<file path="src/hdl/assert_macros.svh">
`ifndef ASSERT_MACROS_SVH
`define ASSERT_MACROS_SVH

// Check that a condition holds at every clock edge outside reset.
`define ASSERT_ALWAYS(label, clk, rst_n, cond, msg) \
    label: assert property (@(posedge clk) disable iff (!rst_n) (cond)) \
        else $error(msg);

// Check that the consequent holds in the cycle after the antecedent.
`define ASSERT_NEXT(label, clk, rst_n, ante, cons, msg) \
    label: assert property (@(posedge clk) disable iff (!rst_n) (ante) |=> (cons)) \
        else $error(msg);

`endif

</file>
<file path="src/hdl/dst_pkg.sv">
package dst_pkg;

    localparam int unsigned DATA_W     = 64;
    localparam int unsigned ADDR_W     = 6;
    localparam int unsigned CHAR_W     = 8;
    localparam int unsigned COUNT_W    = 16;
    localparam int unsigned FIFO_DEPTH = 2;

    localparam logic [COUNT_W-1:0] COUNT_MAX = '1;

    // Register indexes, taken from paddr[5:3]
    localparam logic [2:0] REG_DELIM_LO     = 3'd0;
    localparam logic [2:0] REG_DELIM_MID_LO = 3'd1;
    localparam logic [2:0] REG_DELIM_MID_HI = 3'd2;
    localparam logic [2:0] REG_DELIM_HI     = 3'd3;
    localparam logic [2:0] REG_MAX_PARTS    = 3'd4;

    typedef struct packed {
        logic [255:0]         delim_mask;
        logic [COUNT_W-1:0]   max_parts;
    } cfg_t;

    typedef struct packed {
        logic [CHAR_W-1:0]    ch;
        logic                 last;
        logic                 is_delim;
    } cls_item_t;

endpackage

</file>
<file path="src/hdl/dst_regs.sv">
module dst_regs
(
    input  logic                          clk,
    input  logic                          rst_n,
    input  logic                          psel,
    input  logic                          penable,
    input  logic                          pwrite,
    input  logic [dst_pkg::ADDR_W-1:0]    paddr,
    input  logic [dst_pkg::DATA_W-1:0]    pwdata,
    output logic [dst_pkg::DATA_W-1:0]    prdata,
    output logic                          pready,
    output dst_pkg::cfg_t                 cfg
);

    logic [63:0]                       delim_lo_reg;
    logic [63:0]                       delim_mid_lo_reg;
    logic [63:0]                       delim_mid_hi_reg;
    logic [63:0]                       delim_hi_reg;
    logic [dst_pkg::COUNT_W-1:0]       max_parts_reg;
    logic                              wr_en;
    logic [2:0]                        reg_idx;

    assign pready  = 1'b1;
    assign wr_en   = psel && penable && pwrite;
    assign reg_idx = paddr[5:3];

    always_ff @(posedge clk or negedge rst_n)
    begin
        if (!rst_n)
        begin
            delim_lo_reg     <= '0;
            delim_mid_lo_reg <= '0;
            delim_mid_hi_reg <= '0;
            delim_hi_reg     <= '0;
            max_parts_reg    <= '0;
        end
        else if (wr_en)
        begin
            case (reg_idx)
                dst_pkg::REG_DELIM_LO:     delim_lo_reg     <= pwdata;
                dst_pkg::REG_DELIM_MID_LO: delim_mid_lo_reg <= pwdata;
                dst_pkg::REG_DELIM_MID_HI: delim_mid_hi_reg <= pwdata;
                dst_pkg::REG_DELIM_HI:     delim_hi_reg     <= pwdata;
                dst_pkg::REG_MAX_PARTS:    max_parts_reg    <= pwdata[dst_pkg::COUNT_W-1:0];
                default: ;
            endcase
        end
    end

    always_comb
    begin
        case (reg_idx)
            dst_pkg::REG_DELIM_LO:     prdata = delim_lo_reg;
            dst_pkg::REG_DELIM_MID_LO: prdata = delim_mid_lo_reg;
            dst_pkg::REG_DELIM_MID_HI: prdata = delim_mid_hi_reg;
            dst_pkg::REG_DELIM_HI:     prdata = delim_hi_reg;
            dst_pkg::REG_MAX_PARTS:
                prdata = {{(dst_pkg::DATA_W-dst_pkg::COUNT_W){1'b0}}, max_parts_reg};
            default:                   prdata = '0;
        endcase
    end

    assign cfg.delim_mask = {delim_hi_reg, delim_mid_hi_reg, delim_mid_lo_reg, delim_lo_reg};
    assign cfg.max_parts  = max_parts_reg;

endmodule

</file>
<file path="src/hdl/dst_front.sv">
module dst_front
(
    input  logic                          push,
    output logic                          full,
    input  logic [dst_pkg::CHAR_W-1:0]    char_in,
    input  logic                          string_last,
    input  dst_pkg::cfg_t                 cfg,
    input  logic                          q_full,
    output logic                          q_wr,
    output dst_pkg::cls_item_t            q_data
);

    // Accept while the queue has room; classify against the delimiter bitmap.
    assign full            = q_full;
    assign q_wr            = push && !q_full;
    assign q_data.ch       = char_in;
    assign q_data.last     = string_last;
    assign q_data.is_delim = cfg.delim_mask[char_in];

endmodule

</file>
<file path="src/hdl/dst_fifo.sv">
`include "assert_macros.svh"

module dst_fifo
#(
    parameter int unsigned WIDTH = 10,
    parameter int unsigned DEPTH = dst_pkg::FIFO_DEPTH
)
(
    input  logic             clk,
    input  logic             rst_n,
    input  logic             wr_en,
    input  logic [WIDTH-1:0] wr_data,
    input  logic             rd_en,
    output logic [WIDTH-1:0] rd_data,
    output logic             full,
    output logic             empty
);

    localparam int unsigned PTR_W = (DEPTH > 1) ? $clog2(DEPTH) : 1;
    localparam int unsigned CNT_W = $clog2(DEPTH + 1);

    logic [WIDTH-1:0] mem_reg [DEPTH];
    logic [PTR_W-1:0] wr_ptr_reg, wr_ptr_next;
    logic [PTR_W-1:0] rd_ptr_reg, rd_ptr_next;
    logic [CNT_W-1:0] count_reg, count_next;
    logic             do_wr, do_rd;

    assign full    = (count_reg == CNT_W'(DEPTH));
    assign empty   = (count_reg == '0);
    assign do_wr   = wr_en && !full;
    assign do_rd   = rd_en && !empty;
    assign rd_data = mem_reg[rd_ptr_reg];

    always_comb
    begin
        wr_ptr_next = wr_ptr_reg;
        rd_ptr_next = rd_ptr_reg;
        count_next  = count_reg;
        if (do_wr)
        begin
            wr_ptr_next = (wr_ptr_reg == PTR_W'(DEPTH - 1)) ? '0 : wr_ptr_reg + 1'b1;
        end
        if (do_rd)
        begin
            rd_ptr_next = (rd_ptr_reg == PTR_W'(DEPTH - 1)) ? '0 : rd_ptr_reg + 1'b1;
        end
        if (do_wr && !do_rd)
        begin
            count_next = count_reg + 1'b1;
        end
        else if (do_rd && !do_wr)
        begin
            count_next = count_reg - 1'b1;
        end
    end

    always_ff @(posedge clk or negedge rst_n)
    begin
        if (!rst_n)
        begin
            wr_ptr_reg <= '0;
            rd_ptr_reg <= '0;
            count_reg  <= '0;
        end
        else
        begin
            wr_ptr_reg <= wr_ptr_next;
            rd_ptr_reg <= rd_ptr_next;
            count_reg  <= count_next;
        end
    end

    always_ff @(posedge clk)
    begin
        if (do_wr)
        begin
            mem_reg[wr_ptr_reg] <= wr_data;
        end
    end

    `ASSERT_ALWAYS(a_count_bound, clk, rst_n, count_reg <= CNT_W'(DEPTH), "fifo count overflow")
    `ASSERT_NEXT(a_count_grow, clk, rst_n, do_wr && !do_rd, count_reg == $past(count_reg) + 1'b1, "fifo count did not grow on write")

endmodule

</file>
<file path="src/hdl/dst_back.sv">
`include "assert_macros.svh"

module dst_back
(
    input  logic                          clk,
    input  logic                          rst_n,
    input  dst_pkg::cfg_t                 cfg,
    input  logic                          q_empty,
    input  dst_pkg::cls_item_t            q_data,
    output logic                          q_rd,
    input  logic                          pop,
    output logic                          empty,
    output logic [dst_pkg::CHAR_W-1:0]    char_out,
    output logic                          kept,
    output logic [dst_pkg::COUNT_W-1:0]   token_number,
    output logic                          token_first,
    output logic                          prior_token_ended,
    output logic                          string_end,
    output logic [dst_pkg::COUNT_W-1:0]   token_total
);

    logic                          inside_token_reg, inside_token_next;
    logic                          remainder_mode_reg, remainder_mode_next;
    logic [dst_pkg::COUNT_W-1:0]   tokens_done_reg, tokens_done_next;
    logic                          count_over_reg, count_over_next;
    logic                          out_valid_reg, out_valid_next;

    logic                          take;
    logic                          kept_next, first_next, ended_next;
    logic [dst_pkg::COUNT_W-1:0]   number_next, total_next, running_number;

    assign take  = !q_empty && (!out_valid_reg || pop);
    assign q_rd  = take;
    assign empty = !out_valid_reg;

    assign running_number = count_over_reg ? dst_pkg::COUNT_MAX : tokens_done_reg - 1'b1;

    always_comb
    begin
        inside_token_next   = inside_token_reg;
        remainder_mode_next = remainder_mode_reg;
        tokens_done_next    = tokens_done_reg;
        count_over_next     = count_over_reg;
        kept_next           = 1'b0;
        first_next          = 1'b0;
        ended_next          = 1'b0;
        number_next         = '0;
        total_next          = '0;

        if (remainder_mode_reg)
        begin
            kept_next   = 1'b1;
            number_next = running_number;
        end
        else if (q_data.is_delim)
        begin
            ended_next        = inside_token_reg;
            inside_token_next = 1'b0;
        end
        else if (inside_token_reg)
        begin
            kept_next   = 1'b1;
            number_next = running_number;
        end
        else
        begin
            kept_next   = 1'b1;
            first_next  = 1'b1;
            number_next = tokens_done_reg;
            if (tokens_done_reg != dst_pkg::COUNT_MAX)
            begin
                tokens_done_next = tokens_done_reg + 1'b1;
            end
            else
            begin
                count_over_next = 1'b1;
            end
            if ((cfg.max_parts != '0) && !count_over_next &&
                (tokens_done_reg == cfg.max_parts - 1'b1))
            begin
                remainder_mode_next = 1'b1;
            end
            inside_token_next = 1'b1;
        end

        if (q_data.last)
        begin
            total_next          = tokens_done_next;
            inside_token_next   = 1'b0;
            remainder_mode_next = 1'b0;
            tokens_done_next    = '0;
            count_over_next     = 1'b0;
        end
    end

    always_comb
    begin
        if (take)
        begin
            out_valid_next = 1'b1;
        end
        else if (pop)
        begin
            out_valid_next = 1'b0;
        end
        else
        begin
            out_valid_next = out_valid_reg;
        end
    end

    always_ff @(posedge clk or negedge rst_n)
    begin
        if (!rst_n)
        begin
            inside_token_reg   <= 1'b0;
            remainder_mode_reg <= 1'b0;
            tokens_done_reg    <= '0;
            count_over_reg     <= 1'b0;
            out_valid_reg      <= 1'b0;
        end
        else
        begin
            out_valid_reg <= out_valid_next;
            if (take)
            begin
                inside_token_reg   <= inside_token_next;
                remainder_mode_reg <= remainder_mode_next;
                tokens_done_reg    <= tokens_done_next;
                count_over_reg     <= count_over_next;
            end
        end
    end

    // Hold the result register until a new item replaces it.
    always_ff @(posedge clk)
    begin
        if (take)
        begin
            char_out          <= q_data.ch;
            kept              <= kept_next;
            token_number      <= number_next;
            token_first       <= first_next;
            prior_token_ended <= ended_next;
            string_end        <= q_data.last;
            token_total       <= total_next;
        end
    end

    `ASSERT_ALWAYS(a_remainder_in_token, clk, rst_n, !remainder_mode_reg || inside_token_reg, "remainder mode outside a token")
    `ASSERT_ALWAYS(a_over_saturated, clk, rst_n, !count_over_reg || (tokens_done_reg == dst_pkg::COUNT_MAX), "count over without saturated counter")

endmodule

</file>
<file path="src/hdl/delimiter_set_tokenizer.sv">
// Delimiter-set tokenizer. Bytes of a string enter through a queue-style
// push/full port, the last byte flagged by string_last, and one result per
// byte leaves through an empty/pop port in the same order. A byte whose bit
// is set in the 256-bit delimiter bitmap (four 64-bit registers at byte
// addresses 0, 8, 16 and 24) is dropped between tokens; non-empty runs of
// other bytes are tokens, numbered from zero. With max_parts (address 32)
// nonzero, the token that reaches number max_parts-1 keeps every byte up to
// string end, delimiters included. Token counts saturate at 65535, and all
// token state clears after the final byte. Write registers only while the
// block is idle. Throughput is one byte per clock while the result side is
// not stalled, and the back part updates its token state as each byte is
// taken; an accepted byte passes through the queue and then the result
// register before it reaches the result ports. A short queue decouples the
// classifying front part from the back part.
module delimiter_set_tokenizer
#(
    parameter int unsigned FIFO_DEPTH = dst_pkg::FIFO_DEPTH
)
(
    input  logic                          clk,
    input  logic                          rst_n,
    // configuration port
    input  logic                          psel,
    input  logic                          penable,
    input  logic                          pwrite,
    input  logic [dst_pkg::ADDR_W-1:0]    paddr,
    input  logic [dst_pkg::DATA_W-1:0]    pwdata,
    output logic [dst_pkg::DATA_W-1:0]    prdata,
    output logic                          pready,
    // input bytes
    input  logic                          push,
    output logic                          full,
    input  logic [dst_pkg::CHAR_W-1:0]    char_in,
    input  logic                          string_last,
    // results
    input  logic                          pop,
    output logic                          empty,
    output logic [dst_pkg::CHAR_W-1:0]    char_out,
    output logic                          kept,
    output logic [dst_pkg::COUNT_W-1:0]   token_number,
    output logic                          token_first,
    output logic                          prior_token_ended,
    output logic                          string_end,
    output logic [dst_pkg::COUNT_W-1:0]   token_total
);

    dst_pkg::cfg_t         cfg;
    dst_pkg::cls_item_t    front_item;
    dst_pkg::cls_item_t    back_item;
    logic                  q_wr;
    logic                  q_rd;
    logic                  q_full;
    logic                  q_empty;

    // Register file: decode each write transaction, return reads.
    dst_regs u_regs
    (
        .clk     (clk),
        .rst_n   (rst_n),
        .psel    (psel),
        .penable (penable),
        .pwrite  (pwrite),
        .paddr   (paddr),
        .pwdata  (pwdata),
        .prdata  (prdata),
        .pready  (pready),
        .cfg     (cfg)
    );

    // Front: accept the input transaction and tag the byte as delimiter or not.
    dst_front u_front
    (
        .push        (push),
        .full        (full),
        .char_in     (char_in),
        .string_last (string_last),
        .cfg         (cfg),
        .q_full      (q_full),
        .q_wr        (q_wr),
        .q_data      (front_item)
    );

    // Queue: hold classified bytes while the back part is stalled.
    dst_fifo
    #(
        .WIDTH ($bits(dst_pkg::cls_item_t)),
        .DEPTH (FIFO_DEPTH)
    )
    u_fifo
    (
        .clk     (clk),
        .rst_n   (rst_n),
        .wr_en   (q_wr),
        .wr_data (front_item),
        .rd_en   (q_rd),
        .rd_data (back_item),
        .full    (q_full),
        .empty   (q_empty)
    );

    // Back: advance the token state and hold each result until popped.
    dst_back u_back
    (
        .clk               (clk),
        .rst_n             (rst_n),
        .cfg               (cfg),
        .q_empty           (q_empty),
        .q_data            (back_item),
        .q_rd              (q_rd),
        .pop               (pop),
        .empty             (empty),
        .char_out          (char_out),
        .kept              (kept),
        .token_number      (token_number),
        .token_first       (token_first),
        .prior_token_ended (prior_token_ended),
        .string_end        (string_end),
        .token_total       (token_total)
    );

endmodule
</file>
<file path="config.mk">
export PLATFORM = sky130hd
export DESIGN_NAME = delimiter_set_tokenizer
export DESIGN_NICKNAME = d
export VERILOG_FILES = /design/src/hdl/dst_pkg.sv /design/src/hdl/dst_regs.sv /design/src/hdl/dst_front.sv /design/src/hdl/dst_fifo.sv /design/src/hdl/dst_back.sv /design/src/hdl/delimiter_set_tokenizer.sv
export VERILOG_INCLUDE_DIRS = /design/src /design/src/hdl
export SDC_FILE = /design/constraint.sdc
export NUM_CORES = 1
export LEC_CHECK = 0
export BUFFER_PORTS_ARGS = -buffer_cell sky130_fd_sc_hd__buf_2
export CORE_MARGIN = 1
export CORE_UTILIZATION = 40
export CTS_CLUSTER_SIZE = 16
export DETAILED_ROUTE_END_ITERATION = 6
export PLACE_DENSITY = 0.66
export SLEW_MARGIN = 20
export SYNTH_ARGS = -nofsm -noshare
export SYNTH_HDL_FRONTEND = slang
export SYNTH_SLANG_ARGS = --single-unit
export TNS_END_PERCENT = 1
</file>
<file path="constraint.sdc">
create_clock -name clk -period 8.1 [get_ports clk]
set_input_delay 1.62 -clock clk [delete_from_list [all_inputs] [get_ports clk]]
set_output_delay 1.62 -clock clk [all_outputs]
set_load 0.03 [all_outputs]
</file>
After elaboration in Yosys (flattened, before gate mapping) --
Memory sizes are Yosys's and may differ from the RTL's. Index checks and enable logic that the tools add are counted.
Cells by class: add/sub/neg operators 7, equal/unequal tests 10, $lt $le $gt $ge 1, bitwise logic cells 1, reduce and logical (&&, ||, !) cells 31, multiplexer cells 37
Operators by type and width (count):
- $pmux W64 S5 | 1
- $mux W16 | 9
- $sub A16 B1 Y16 const B | 2
- $mux W1 | 24
- $add A16 B1 Y16 const B | 1
- $eq A16 B16 Y1 | 1
- $ne A16 B16 Y1 const B | 1
- $reduce_bool A16 Y1 | 1
- $reduce_and A2 Y1 | 6
- $logic_and A1 B1 Y1 | 10
- $lt A8 B9 Y1 const B | 1
- $bmux W1 S8 | 1
- $eq A3 B2 Y1 const B | 2
- $logic_not A1 Y1 | 6
- $ne A2 B1 Y1 const B | 3
- $mux W2 | 2
- $reduce_and A4 Y1 | 1
- $reduce_bool A2 Y1 | 2
- $reduce_or A2 Y1 | 2
- $eq A3 B1 Y1 const B | 1
- $eq A3 B3 Y1 const B | 1
- $logic_not A3 Y1 | 1
- $add A1 B1 Y1 const B | 2
- $add A2 B1 Y2 const B | 1
- 5 further kinds | 5
Storage, ports and cells: memories 1, output and inout port bits 111, bits in registers 340, input bits 86, memory bits (writable) 20
Memories:
- u_fifo.mem_reg | depth 2, bits a word 10, rd ports 1, clocked after Yosys merged registers in 0, wr ports 1, line dst_fifo.sv:22 | logic [WIDTH-1:0] mem_reg [DEPTH];

Depth between registers and ports, before layout --
Gate-level depths: netlist (run 1).
depth after elaboration 13, gate-level depth with buffers 11, depth with buffers taken out 8

Modules after synthesis --
A second synthesis (run 1) with hierarchy kept.
Unflattened totals: cells, all modules 1480, area total of the unflattened synthesis 19710.2 sq um
Modules (own cells, without submodules):
- dst_regs | instances 1, cells each 775, area an instance 12524.5 sq um
- dst_back | instances 1, cells each 424, area an instance 3962.6 sq um
- dst_front | instances 1, cells each 231, area an instance 2303.5 sq um
- dst_fifo | instances 1, cells each 50, area an instance 919.6 sq um

Worst setup path before layout (run 1) --
No wires, ideal clock.
path kind input to output, start point input paddr[3] in the netlist's numbering, end point output prdata[41] in the netlist's numbering, buffers on the path 4, stages on the path 7, path slack 3.165 ns, arrival 3.315 ns, data required time 6.480 ns, cell sequence clkbuf_1 nor2b_1 clkbuf_1 nor2b_1 clkbuf_1 buf_1 a221o_1
Between the ends: longest elaborated chain between the ends 2, elaborated cells between the ends (all ways) 6
RTL lines:
- start: declaration | line delimiter_set_tokenizer.sv:26 | input logic [dst_pkg::ADDR_W-1:0] paddr,
- $eq A3 B3 Y1 (tied with other cells) | line dst_regs.sv:52 | case (reg_idx)
- $pmux W64 S5 * | line dst_regs.sv:52
- end: declaration | line delimiter_set_tokenizer.sv:28 | output logic [dst_pkg::DATA_W-1:0] prdata,
Every way passes the cells marked *; elsewhere a longest branch is shown, timed or not.

Worst setup path after layout (run 1) --
start point input paddr[4] in the netlist's numbering, end point output prdata[27] in the netlist's numbering
The elaborated chain is that of the path after synthesis.

==> impl_metrics.ini, run 1 <==
[status]
status = completed

[final_layout]
leading_cell_type_in_the_layout_fill_and_taps_excluded = mux2_2
nFillCells = 4061
final_cell_area_um2 = 21300
fin_nets = 1690
final_cell_count_no_fill = 2235
layout-drive-gt1-share = 0.3883
area_growth_pct = 15.53
layout_common_cells = mux2_2, dfrtp_1, buf_2, mux2i_1, edfxtp_1

[sta]
tightest_slew_ps = 1103
timing.final.max_slew_violations = 0
finalSetupViolations = 0
finalWorstPathRequiredPeriod_ps = 5791
final.setup.tns_ps = 0
final.hold.worst_slack_ps = 499.8
fmaxAchievable_ghz = 0.1727
timing.final.hold_violations = 0
fin_skew_ps = 12.83
min_period_over_period = 0.7149
maxSlewHeadroom = 0.2612
grt_setup_unrepaired = no

[drt]
drc_errors = 0
vias_per_cell = 6.004
num_vias = 13420
wire_length_reported_by_the_detailed_router_um = 53300
route.antenna.remaining_nets = 0
drt-wirelength-per-cell_um = 23.85
detailedRoute.firstIterationViolations = 1314
drtPass1Iterations = 5

[hold_path]
worst_hold_path_type = flip-flop to flip-flop
min_delay_worst_endpoint = u_fifo.wr_ptr_reg$_DFFE_PN0P_
hold_path.startpoint = u_fifo.wr_ptr_reg$_DFFE_PN0P_
hold_path_depth = 1

[clock_network]
holdBufCountCts = 0
cts-htree-levels = 2
clk_path_buf_depth = 3
clock_slew_at_the_register_clock_pins_of_the_worst_setup_and_hold_paths_ps = 60
postCtsResizedCells = 0
ctsRootBufferMaster = clkbuf_16
number_of_buffers_created_by_cts = 41
skew_pair_late_insertion_delay_ps = 570
post-cts-setup-buffers = 0
numClockSinks = 360
tritoncts = built

[synth]
synth.net_count = 1548
synth_enable_flop_cells = 64
synthesis.area_per_instance_um2 = 12.65
synth_warnings = 0
ys_ff_latch = 360
library_cells_used_by_synthesis = 65
yosys_most_used_dff = dfrtp_1
syn_area_um2 = 18440
synth.yosys.seq_area_share = 0.5060
async_flop_share = 0.8222
syn-instance-count = 1458

[pwr]
power.ir.vdd_worst_mv = 0.2207
pwr_density_cell_nw_per_um2 = 291.9
total_leakage_power_nw = 9.261

[die]
placement_rows = 78
floorplan.initialDensity = 0.4063
floorplan.die.height_um = 216.7
area_of_the_core_um2 = 45380
design.portCount = 197
floorplan.die.width_um = 216.7
fp.dieArea_um2 = 46950

[placement]
portBuffers = 192
gpl_congestion = 0.8818
detailed_place.area_um2 = 19930
placedCellCount = 2157
dp_hpwl_um = 35830

[setup_path]
critical_path.reg2reg.startpoint = u_fifo.rd_ptr_reg$_DFFE_PN0P_
start_kind = input pin
cp.required_ps = 6480
worst_ep_arrival_time_ps = 4170
path_class = input pin to output port
worst_setup_path_end_kind = output port
r2r_depth = 6
maximum_fanout_encountered_on_the_critical_timing_path = 40
destination_of_the_worst_register_to_register_timing_path = u_back.token_total[15]$_SDFFCE_PN0P_
slack_of_the_worst_reg_to_reg_path_ps = 4540

[global_routing]
track_usage = 0.2246
grt_start_max_net_pins = 83
overflow = 0
grt_antenna_before_repair = 9
grt_pass1_vias = 13300
first_pass_grt_wire_length_um = 81320

[job]
max_cap_violations = 0
## power by group
group,total (W),internal (W),switching [W],leakage [nW]
Combinational,0.00169,0.000698,0.000987,4.18
Sequential,0.00265,0.00231,0.000346,4.42
Clock,0.00188,0.00112,0.000766,0.661
Total,0.00622,0.00412,0.00210,9.26
## layer usage
metal | wire, um | GRT usage | part of all wire
met5 | 67 | 0 | 0.0013
met3 | 3888 | 0.04842 | 0.073
met1 | 22850 | 0.3075 | 0.43
met4 | 1683 | 0.08192 | 0.032
met2 | 24810 | 0.3501 | 0.47
## cell usage after synthesis, drive strengths merged, types with 5 or more instances
master / instances / area [um2]
nor2b: 8 / 50.05
nand2: 40 / 150.1
or3: 12 / 75.07
a221oi: 9 / 78.83
clkbuf: 97 / 364.1
dfrtp: 296 / 7407
buf: 22 / 111.4
a22oi: 36 / 270.3
mux4: 33 / 743.2
nand3: 27 / 135.1
mux2i: 77 / 770.7
nand2b: 5 / 31.28
a221o: 48 / 480.5
a21oi: 28 / 140.1
o21ai: 43 / 215.2
xor2: 14 / 122.6
a22o: 51 / 446.7
mux2: 299 / 3367
and2: 6 / 37.54
o31ai: 6 / 50.05
a31oi: 10 / 62.56
nand4: 9 / 56.30
o22ai: 39 / 244.0
nor4: 13 / 81.33
inv: 22 / 82.58
edfxtp: 64 / 1922
or4: 8 / 71.32
nor3: 14 / 70.07
nor2: 55 / 206.5
xnor2: 19 / 166.4
## critical path: stages
cell and delay, ps:
buf_2 620, nor3b_2 1000, buf_12 330, a22o_1 170, a221o_1 180, buf_2 230
## metrics by stage
step                total power (W)  setup slack [ps]    util
global route               0.006505              2216  0.4693
detailed placement         0.004355              2319  0.4391
finish                     0.006219              2309  0.4694
CTS                        0.006250              2291  0.4690
global placement           0.004307              2386  0.4391
floorplan                  0.003813              3165       -
## cell type report
class,count,area (um2),area share
flip-flops and latches,360,9329,0.4380
inverters,22,82.58,0.003877
diodes,5,12.51,0.0005874
well taps,600,750.7,0.03524
repair buffers,218,1184,0.05557
clock inverters,15,173.9,0.008165
multi-input cells,957,8586,0.4031
clock buffers,58,1182,0.05551
## cells by family (layout without fill, tap and decap cells)
family / after synthesis / count (layout) / synth area share
mux: 409 / 409 / 0.2647
flops: 360 / 360 / 0.5060
compound gates: 296 / 296 / 0.1207
simple gates: 214 / 214 / 0.05966
buf+inv: 141 / 313 / 0.03027
xor+xnor: 33 / 33 / 0.01568
fa+ha+maj: 4 / 4 / 0.002715
other cells: 1 / 6 / 0.0002034
## how the worst max path moves through the flow
stage                        start    endpoint  slack (ps)
after floorplan           paddr[3]  prdata[41]        3160
after global placement    paddr[4]  prdata[17]        2390
after detailed placement  paddr[4]  prdata[17]        2320
after CTS                 paddr[4]  prdata[17]        2290
after global routing      paddr[4]  prdata[17]        2220
final                     paddr[4]  prdata[27]        2310
No activity file was read; power rests on OpenSTA's default activity.
==> run 2: changes to the inputs <==
--- a/config.mk
+++ b/config.mk
@@ -6,6 +6,7 @@
 export SDC_FILE = /design/constraint.sdc
 export NUM_CORES = 1
 export LEC_CHECK = 0
+export ABC_AREA = 1
 export BUFFER_PORTS_ARGS = -buffer_cell sky130_fd_sc_hd__buf_2
 export CORE_MARGIN = 1
 export CORE_UTILIZATION = 40
==> constraint.sdc (replaced) <==
create_clock -name clk -period 5.6 [get_ports clk]
set_input_delay 1.12 -clock clk [delete_from_list [all_inputs] [get_ports clk]]
set_output_delay 1.12 -clock clk [all_outputs]
set_load 0.03 [all_outputs]
==> run 2 against run 1 <==
Final area decreased by 1.1%. Sequential share of layout area increased by 0.47 points. Critical path depth increased by 2. Clock power increased by 39%. Critical path type unchanged. Synthesized cell count increased by 60%. First-iteration DRC count increased by 26%. Sequential cell count unchanged. Largest power group unchanged. Power increased by 41%. Sequential power increased by 42%.
==> impl_metrics.ini, run 2 <==
[status]
status = completed

[drt]
wire_length_reported_by_the_detailed_router_um = 55080
num_vias = 16620
detailedRoute.firstIterationViolations = 1660
drt-wirelength-per-cell_um = 17.93
route.antenna.remaining_nets = 0
drc_errors = 0
vias_per_cell = 5.407
drtPass1Iterations = 5

[final_layout]
final_cell_area_um2 = 21080
fin_nets = 2531
final_cell_count_no_fill = 3073
layout_common_cells = nand2_1, nand3_1, o21ai_0, dfrtp_1, buf_2
leading_cell_type_in_the_layout_fill_and_taps_excluded = nand2_1
layout-drive-gt1-share = 0.1258
area_growth_pct = 14.42

[pwr]
power_share_of_the_combinational_group = 0.271
total_leakage_power_nw = 10.01
power.switching_fraction = 0.3604
p_int_w = 0.005589
power.ir.vdd_worst_mv = 0.3539
pwr_density_cell_nw_per_um2 = 414.6
seqPwrFrac = 0.429
share_clk_of_total_power = 0.300
p_total_w = 0.008738
netSwitchingPower_w = 0.003149

[clock_network]
cts-htree-levels = 2
numClockSinks = 360
number_of_buffers_created_by_cts = 41
postCtsResizedCells = 0
post-cts-setup-buffers = 0
clk_path_buf_depth = 3
skew_pair_late_insertion_delay_ps = 570
tritoncts = built
clock_slew_at_the_register_clock_pins_of_the_worst_setup_and_hold_paths_ps = 60
holdBufCountCts = 0
ctsRootBufferMaster = clkbuf_16

[setup_path]
cp_max_delay_cell = buf_4
worst_setup_path_end_kind = output port
crit_chain = buf_2 > nor2_1 > nand2_1 > clkinv_2 > buf_4 > nand2_1 > nand3_1 > buf_2
path_class = input pin to output port
worst_ep_arrival_time_ps = 3100
destination_of_the_worst_register_to_register_timing_path = u_back.token_total[6]$_SDFFCE_PN0P_
maximum_fanout_encountered_on_the_critical_timing_path = 35
critical_path.reg2reg.startpoint = u_fifo.rd_ptr_reg$_DFFE_PN0P_
slack_of_the_worst_reg_to_reg_path_ps = 2880
longest_individual_stage_delay_on_the_worst_path_ps = 550
critical_path_launch_point = paddr[4]
start_kind = input pin
r2r_depth = 11
cp.required_ps = 4480

[global_routing]
groute.layer.met1.usage = 0.3201
grt_start_max_net_pins = 115
grt_use_met3 = 0.03074
grt_antenna_before_repair = 1
first_pass_grt_wire_length_um = 87310
globalRouteMet2Util = 0.3857
grt_busiest_layer = met2
grt_pass1_vias = 15770
overflow = 0
track_usage = 0.2356

[hold_path]
min_delay_worst_endpoint = u_regs.delim_mid_hi_reg[48]$_DFFE_PN0P_
worst_hold_path_type = flip-flop to flip-flop
hold_path.startpoint = u_regs.delim_mid_hi_reg[48]$_DFFE_PN0P_
hold_path_depth = 2

[synth]
synth_commonest_cells = nand2_1, nand3_1, o21ai_0, dfrtp_1, inv_1
yosys-top-cells-area = dfrtp_1, nand2_1, edfxtp_1
async_flop_share = 0.8222
yosys.cell_count.top_type = nand2_1
yosysTopAreaCellShare = 0.4021
yosys_most_used_dff = dfrtp_1
syn-instance-count = 2336
synth.yosys.seq_area_share = 0.5065
synth_area_leader_cell = dfrtp_1
syn_area_um2 = 18420
synth.net_count = 2426
ys_ff_latch = 360
synth_enable_flop_cells = 64
synth_warnings = 0
synthesis.area_per_instance_um2 = 7.885
library_cells_used_by_synthesis = 48

[placement]
detailed_place.area_um2 = 19770
gpl_congestion = 0.9095
placedCellCount = 2998
dp_hpwl_um = 35980
portBuffers = 192

[sta]
timing.final.hold_violations = 0
timing.final.max_slew_violations = 0
maxSlewHeadroom = 0.3585
fmaxAchievable_ghz = 0.2370
min_period_over_period = 0.7534
final.hold.worst_slack_ps = 509.0
finalWorstPathRequiredPeriod_ps = 4219
grt_setup_unrepaired = no
finalSetupViolations = 0
final.setup.tns_ps = 0
tightest_slew_ps = 962.3
fin_skew_ps = 25.89

[die]
floorplan.die.width_um = 216.6
floorplan.initialDensity = 0.4059
design.portCount = 197
floorplan.die.height_um = 216.6
placement_rows = 78
area_of_the_core_um2 = 45380
fp.dieArea_um2 = 46910

[job]
max_cap_violations = 0
-- run 2: cell count changes after synthesis, sizes merged, moves of 12 or more --
| cell | change |
|---|---|
| nand2 | +755 |
| nand3 | +303 |
| mux2 | -299 |
| o21ai | +265 |
| inv | +119 |
| mux2i | -77 |
| a22o | -50 |
| a221o | -42 |
| buf | +36 |
| mux4 | -33 |
| o22ai | -32 |
| a22oi | +23 |
| a21oi | -15 |
| or3 | -12 |
-- run 2: area by class of cell --
| type | count | area [um2] |
|---|---|---|
| Antenna cell | 1 | 2.502 |
| Clock buffer | 59 | 1195 |
| Clock inverter | 15 | 113.9 |
| Fill cell | 4469 | 24300 |
| Inverter | 145 | 553.0 |
| Multi-Input combinational cell | 1679 | 7956 |
| Sequential cell | 360 | 9329 |
| Tap cell | 600 | 750.7 |
| Timing Repair Buffer | 214 | 1176 |
-- run 2: cells by family after synthesis --
kind of cell             share of synthesized area
AO/OA/AOI/OAI                               0.1281
flip-flops                                  0.5065
XOR/XNOR                                   0.01786
other                                    0.0002036
adder cells (fa/ha/maj)                   0.002717
AND/OR/NAND/NOR                             0.2806
buffers and inverters                      0.06405
-- run 2: routing by layer --
metal	part of all wire	routed length [um]
met1	0.43	23670
met4	0.028	1517
met2	0.47	26050
met3	0.070	3855
met5	0	0
-- run 2: power by group through the flow --
stage | clock network (W) | registers [W] | logic (W)
after detailed placement | 0 | 0.00379 | 0.00237
final | 0.00262 | 0.00375 | 0.00237
after global routing | 0.00279 | 0.00382 | 0.00263
after global placement | 0 | 0.00376 | 0.00232
after floorplan | 0 | 0.00400 | 0.00139
after CTS | 0.00267 | 0.00375 | 0.00237
-- run 2: worst max-delay path by stage --
stage / cells past startpoint / slack (ps) / to
global placement: 8 / 1420 / prdata[63]
global route: 8 / 1270 / prdata[63]
finish: 8 / 1380 / prdata[63]
CTS: 8 / 1390 / prdata[63]
floorplan: 8 / 2130 / prdata[42]
detailed placement: 8 / 1400 / prdata[63]
-- run 2: worst max-delay path, delay by kind of cell --
kind / cells / cell delay [ps]
buffers and inverters: 4 / 1340
AND/OR/NAND/NOR: 4 / 590
-- run 2: metrics by stage --
| stage | setup WS (ps) | util |
|---|---|---|
| after CTS | 1391 | 0.4644 |
| after detailed placement | 1396 | 0.4355 |
| after global routing | 1267 | 0.4644 |
| after floorplan | 2133 | - |
| final | 1381 | 0.4644 |
| after global placement | 1415 | 0.4355 |
